$ cat src/cfir_pkg.sv
// Shared types and constants for the complex FIR convolution block.
package cfir_pkg;

	localparam int SAMPLE_BITS   = 16;
	localparam int FRAC_BITS     = SAMPLE_BITS - 1;
	localparam int ACC_BITS      = 40;
	localparam int TAP_CNT_BITS  = 7;
	localparam int COEF_IDX_BITS = 6;

	localparam logic [TAP_CNT_BITS-1:0] TAP_CNT_RESET = 7'd49;

	localparam logic MODE_COEF   = 1'b0;
	localparam logic MODE_SAMPLE = 1'b1;

	typedef struct packed {
		logic                          mode;
		logic [COEF_IDX_BITS-1:0]      coef_index;
		logic signed [SAMPLE_BITS-1:0] coef_value;
		logic signed [SAMPLE_BITS-1:0] sample_i;
		logic signed [SAMPLE_BITS-1:0] sample_q;
		logic                          frame_last;
	} cfir_in_t;

	typedef struct packed {
		logic signed [SAMPLE_BITS-1:0] out_i;
		logic signed [SAMPLE_BITS-1:0] out_q;
		logic                          out_last;
	} cfir_out_t;

	typedef struct packed {
		logic clr;
		logic en;
		logic lag_ok;
	} cfir_mac_ctrl_t;

	typedef enum logic [2:0] {
		ST_IDLE,
		ST_PUSH,
		ST_MAC,
		ST_DRAIN,
		ST_ROUND
	} cfir_state_t;

endpackage

$ cat src/cfir_mac.sv
// I/Q multiply-accumulate with a shared coefficient, round-half-up and saturation.
module cfir_mac (
	input  logic                                    clk,
	input  logic                                    arst_n,
	input  cfir_pkg::cfir_mac_ctrl_t                ctrl,
	input  logic signed [cfir_pkg::SAMPLE_BITS-1:0] coef,
	input  logic signed [cfir_pkg::SAMPLE_BITS-1:0] x_i,
	input  logic signed [cfir_pkg::SAMPLE_BITS-1:0] x_q,
	output logic                                    busy,
	output logic signed [cfir_pkg::SAMPLE_BITS-1:0] res_i,
	output logic signed [cfir_pkg::SAMPLE_BITS-1:0] res_q
);

	localparam int SB   = cfir_pkg::SAMPLE_BITS;
	localparam int FB   = cfir_pkg::FRAC_BITS;
	localparam int AB   = cfir_pkg::ACC_BITS;
	localparam int QB   = AB - FB;
	localparam logic signed [AB-1:0] RND_HALF = AB'(1 << (FB - 1));
	localparam logic signed [QB-1:0] SAT_HI   = QB'((1 << (SB - 1)) - 1);
	localparam logic signed [QB-1:0] SAT_LO   = -QB'(1 << (SB - 1));

	function automatic logic signed [SB-1:0] round_sat(input logic signed [AB-1:0] acc);
		logic signed [AB-1:0] r;
		logic signed [QB-1:0] q;
		r = acc + RND_HALF;
		q = $signed(r[AB-1:FB]);
		if (q > SAT_HI) begin
			q = SAT_HI;
		end else if (q < SAT_LO) begin
			q = SAT_LO;
		end
		return q[SB-1:0];
	endfunction

	logic signed [2*SB-1:0] prod_i_s2;
	logic signed [2*SB-1:0] prod_q_s2;
	logic                   en_s2;
	logic signed [AB-1:0]   acc_i_q;
	logic signed [AB-1:0]   acc_q_q;
	logic signed [SB-1:0]   xm_i;
	logic signed [SB-1:0]   xm_q;

	// lags older than the frame start read as zero
	assign xm_i = ctrl.lag_ok ? x_i : '0;
	assign xm_q = ctrl.lag_ok ? x_q : '0;

	always_ff @(posedge clk or negedge arst_n) begin
		if (!arst_n) begin
			en_s2 <= 1'b0;
		end else begin
			en_s2 <= ctrl.en;
		end
	end

	always_ff @(posedge clk) begin
		prod_i_s2 <= coef * xm_i;
		prod_q_s2 <= coef * xm_q;
		if (ctrl.clr) begin
			acc_i_q <= '0;
			acc_q_q <= '0;
		end else if (en_s2) begin
			acc_i_q <= acc_i_q + AB'(prod_i_s2);
			acc_q_q <= acc_q_q + AB'(prod_q_s2);
		end
	end

	assign busy  = en_s2;
	assign res_i = round_sat(acc_i_q);
	assign res_q = round_sat(acc_q_q);

endmodule

$ cat config.mk
export PLATFORM = sky130hd
export DESIGN_NAME = cfir_mac
export DESIGN_NICKNAME = d
export VERILOG_FILES = /design/src/cfir_pkg.sv /design/src/cfir_mac.sv
export SDC_FILE = /design/constraint.sdc
export NUM_CORES = 2
export LEC_CHECK = 0
export ABC_AREA = 1
export BUFFER_PORTS_ARGS = -buffer_cell sky130_fd_sc_hd__buf_2
export CAP_MARGIN = 20
export CORE_ASPECT_RATIO = 1.5
export CORE_MARGIN = 4
export CORE_UTILIZATION = 39
export DETAILED_ROUTE_END_ITERATION = 7
export HOLD_SLACK_MARGIN = 0.15
export PLACE_DENSITY_LB_ADDON = 0.3
export SLEW_MARGIN = 20
export SYNTH_ARGS = -nofsm -noshare
export SYNTH_HDL_FRONTEND = slang
export SYNTH_SLANG_ARGS = --single-unit
$ cat constraint.sdc
create_clock -name clk -period 3.1 [get_ports clk]
set_input_delay 0.93 -clock clk [delete_from_list [all_inputs] [get_ports clk]]
set_output_delay 0.93 -clock clk [all_outputs]
set_load 0.01 [all_outputs]
==> metrics <==
power per cell area 1170 nW/µm²; number of port buffers 85; final wirelength 107 mm; Remaining Overflow, GRT 0; pre-CTS setup slack -3550 ps; Worst R2R Setup Slack 320 ps; Final TNS setup -124330 ps; cell count of the worst reg-to-reg path 17; total CTS buffers 17; Top-Level Pins 86; Clock transition at path regs 70 ps; GP Congestion 0.974; crit path max fanout 8; Routed Antenna Nets 0; reg2reg start acc_q_q[0]; largest net degree at the start of global routing 62; first-pass GRT wire length 166 mm; Post-synth EDFFs 0; Mean Syn Cell Area 7.02 µm²; CP Class in2reg; max-slew violation count 0; CTS root buffer clkbuf_16; syn nets 5342; DR vias/cell 4.97; synth unique cells 39; dpl hpwl 88.6 mm; WL/cell 17.5 µm; clk sinks 145; max_cap viols 0; Worst Max-Slew Pin Slew 722 ps; DR DRC count 0; hold buffers post-CTS 0; Layout area overhead 34.0%; final hold violation count 0; HP Class in2async; Layout Cell Area excl Fill 42500 µm²; initial antenna violation count 0; Bufs and invs on worst path 9; Min Clock Period, post-route 5730 ps; Worst EP arrival 6070 ps; Pwr Total 49.6 mW; area of the mapped netlist 31700 µm²; crit-path leading delay family adder cells; layout cells sized above 1 0.282; Final Setup Violations 85; Crit path depth 25; Cell Area, Placed 37600 µm²; drt pass-1 iters 7; worst r2r dst acc_q_q[20]; unrepaired setup endpoints after global routing true; Clock Path Buffers 2; ys flop type dfxtp_1; Initial Utilization 0.395; Tcrit/Tclk final 1.85; LEAKAGE 21.9 nW; core box area 80200 µm²; Gate Count Post-Synth 4519; Final nets 5892; ys async rst share 0.00690; placed cells 5987; worst-skew pair later-pin latency 470 ps; gr usage total 0.245; max incr delay on CP 590 ps; vias in the first global route 32200; Iteration-0 DRC Markers 1667; Ys Warns 0; Worst slew margin 0.518; Clock Skew 17.9 ps; cell row count 127; crit end category flop; via count 30400; FF+latch count, synth 145; VDD IR-drop max 1.27 mV; final worst setup slack -2630 ps; TritonCTS clock tree done; die area 86000 µm²; Ant. Diodes 0; outcome finished, violations left; FMAX 0.175 GHz; Crit path required time 3450 ps; DIE WIDTH 241 µm; violated checks setup timing; sequential area share after synthesis 0.0917; Startpoint Class input pin; # H-tree levels 4; final std cells w/o fill 6113; slowest stage cell, crit path fa_2; die height 357 µm
## layout by cell type (no fill, tap or decap), drive strengths merged
master,count
nand2,1094
inv,1016
nor2,661
buf,631
fa,526
ha,244
a21oi,188
nand3,154
dfxtp,144
o21ai,124
xor2,89
nand4,37
xnor2,36
o21bai,28
nor3,23
clkbuf,20
a21o,9
o221ai,7
clkinv,7
o211ai,6
a21boi,6
clkinvlp,4
nand3b,4
or2,3
o21a,3
nor4,3
bufinv,2
a221oi,2
a211oi,2
a31o,2
a31oi,2
and3,1
o311ai,1
and2,1
dfrtp,1
## kinds of logic (layout without fill, tap and decap cells)
group,count (synthesis),after routing,share of synthesized area
AND/OR/NAND/NOR,1979,1981,0.246
buffers and inverters,1120,1680,0.133
adder cells (fa/ha/maj),770,770,0.428
AO/OA/AOI/OAI,380,380,0.0658
flip-flops,145,145,0.0917
XOR/XNOR,125,125,0.0345
## power by group
| part | internal (mW) | total (mW) | switching [mW] |
|---|---|---|---|
| Clock | 1.21 | 2.18 | 0.972 |
| Combinational | 19.8 | 43.8 | 24.0 |
| Sequential | 2.88 | 3.62 | 0.739 |
## area by class of cell
cell class,instances,area (µm²)
Fill cell,7538,37800
Sequential cell,145,3030
Clock buffer,17,425
Inverter,1015,3920
Tap cell,1032,1290
Multi-Input combinational cell,3256,28200
Clock inverter,14,166
Timing Repair Buffer,634,5470
## worst max path at each step
stage / from / to
finish: ctrl[0] / prod_q_s2[22]
global route: ctrl[0] / prod_i_s2[30]
CTS: ctrl[0] / prod_i_s2[29]
detailed placement: ctrl[0] / prod_q_s2[24]
global placement: ctrl[0] / prod_q_s2[24]
floorplan: ctrl[0] / prod_i_s2[30]
## cells in the mapped netlist (28+ instances only)
cell type / n / area share
fa_1: 526 / 0.33
a21oi_1: 188 / 0.030
o21bai_1: 28 / 0.0066
o21ai_0: 124 / 0.020
nand3_1: 154 / 0.024
inv_1: 1008 / 0.12
ha_1: 244 / 0.096
dfxtp_1: 144 / 0.091
clkbuf_1: 96 / 0.011
xor2_1: 89 / 0.025
nor2_1: 657 / 0.078
xnor2_1: 36 / 0.0099
nand2_1: 1089 / 0.13
nand4_1: 37 / 0.0073
## sequential cells by signal, indices dropped and copies added (netlist names)
register and flops:
acc_i_q 40, acc_q_q 40, busy 1, prod_i_s2 32, prod_q_s2 32
## stage by stage
stage,hold WS [ps],utilization
after detailed placement,491,0.469
after global placement,482,0.469
after floorplan,467,-
after CTS,197,0.500
after global routing,204,0.529
final,224,0.529
## timing repair
item	4_1_cts	5_1_grt
endpoints found under the setup margin	86	86
setup buffers	42	53
hold endpoints to repair	0	0
gates cloned	3	4
resized for setup	417	536
pin swaps	193	235
## routing by layer
metal / up-vias / track usage / share of wire / routed length, µm
met5: - / 0 / 0 / 0
met4: 0 / 0.118 / 0.055 / 5860
met3: 316 / 0.0228 / 0.041 / 4400
met2: 867 / 0.463 / 0.53 / 57100
met1: 14600 / 0.274 / 0.37 / 39400
li1: 14600 / - / - / -
No activity file was read; power rests on OpenSTA's default activity.
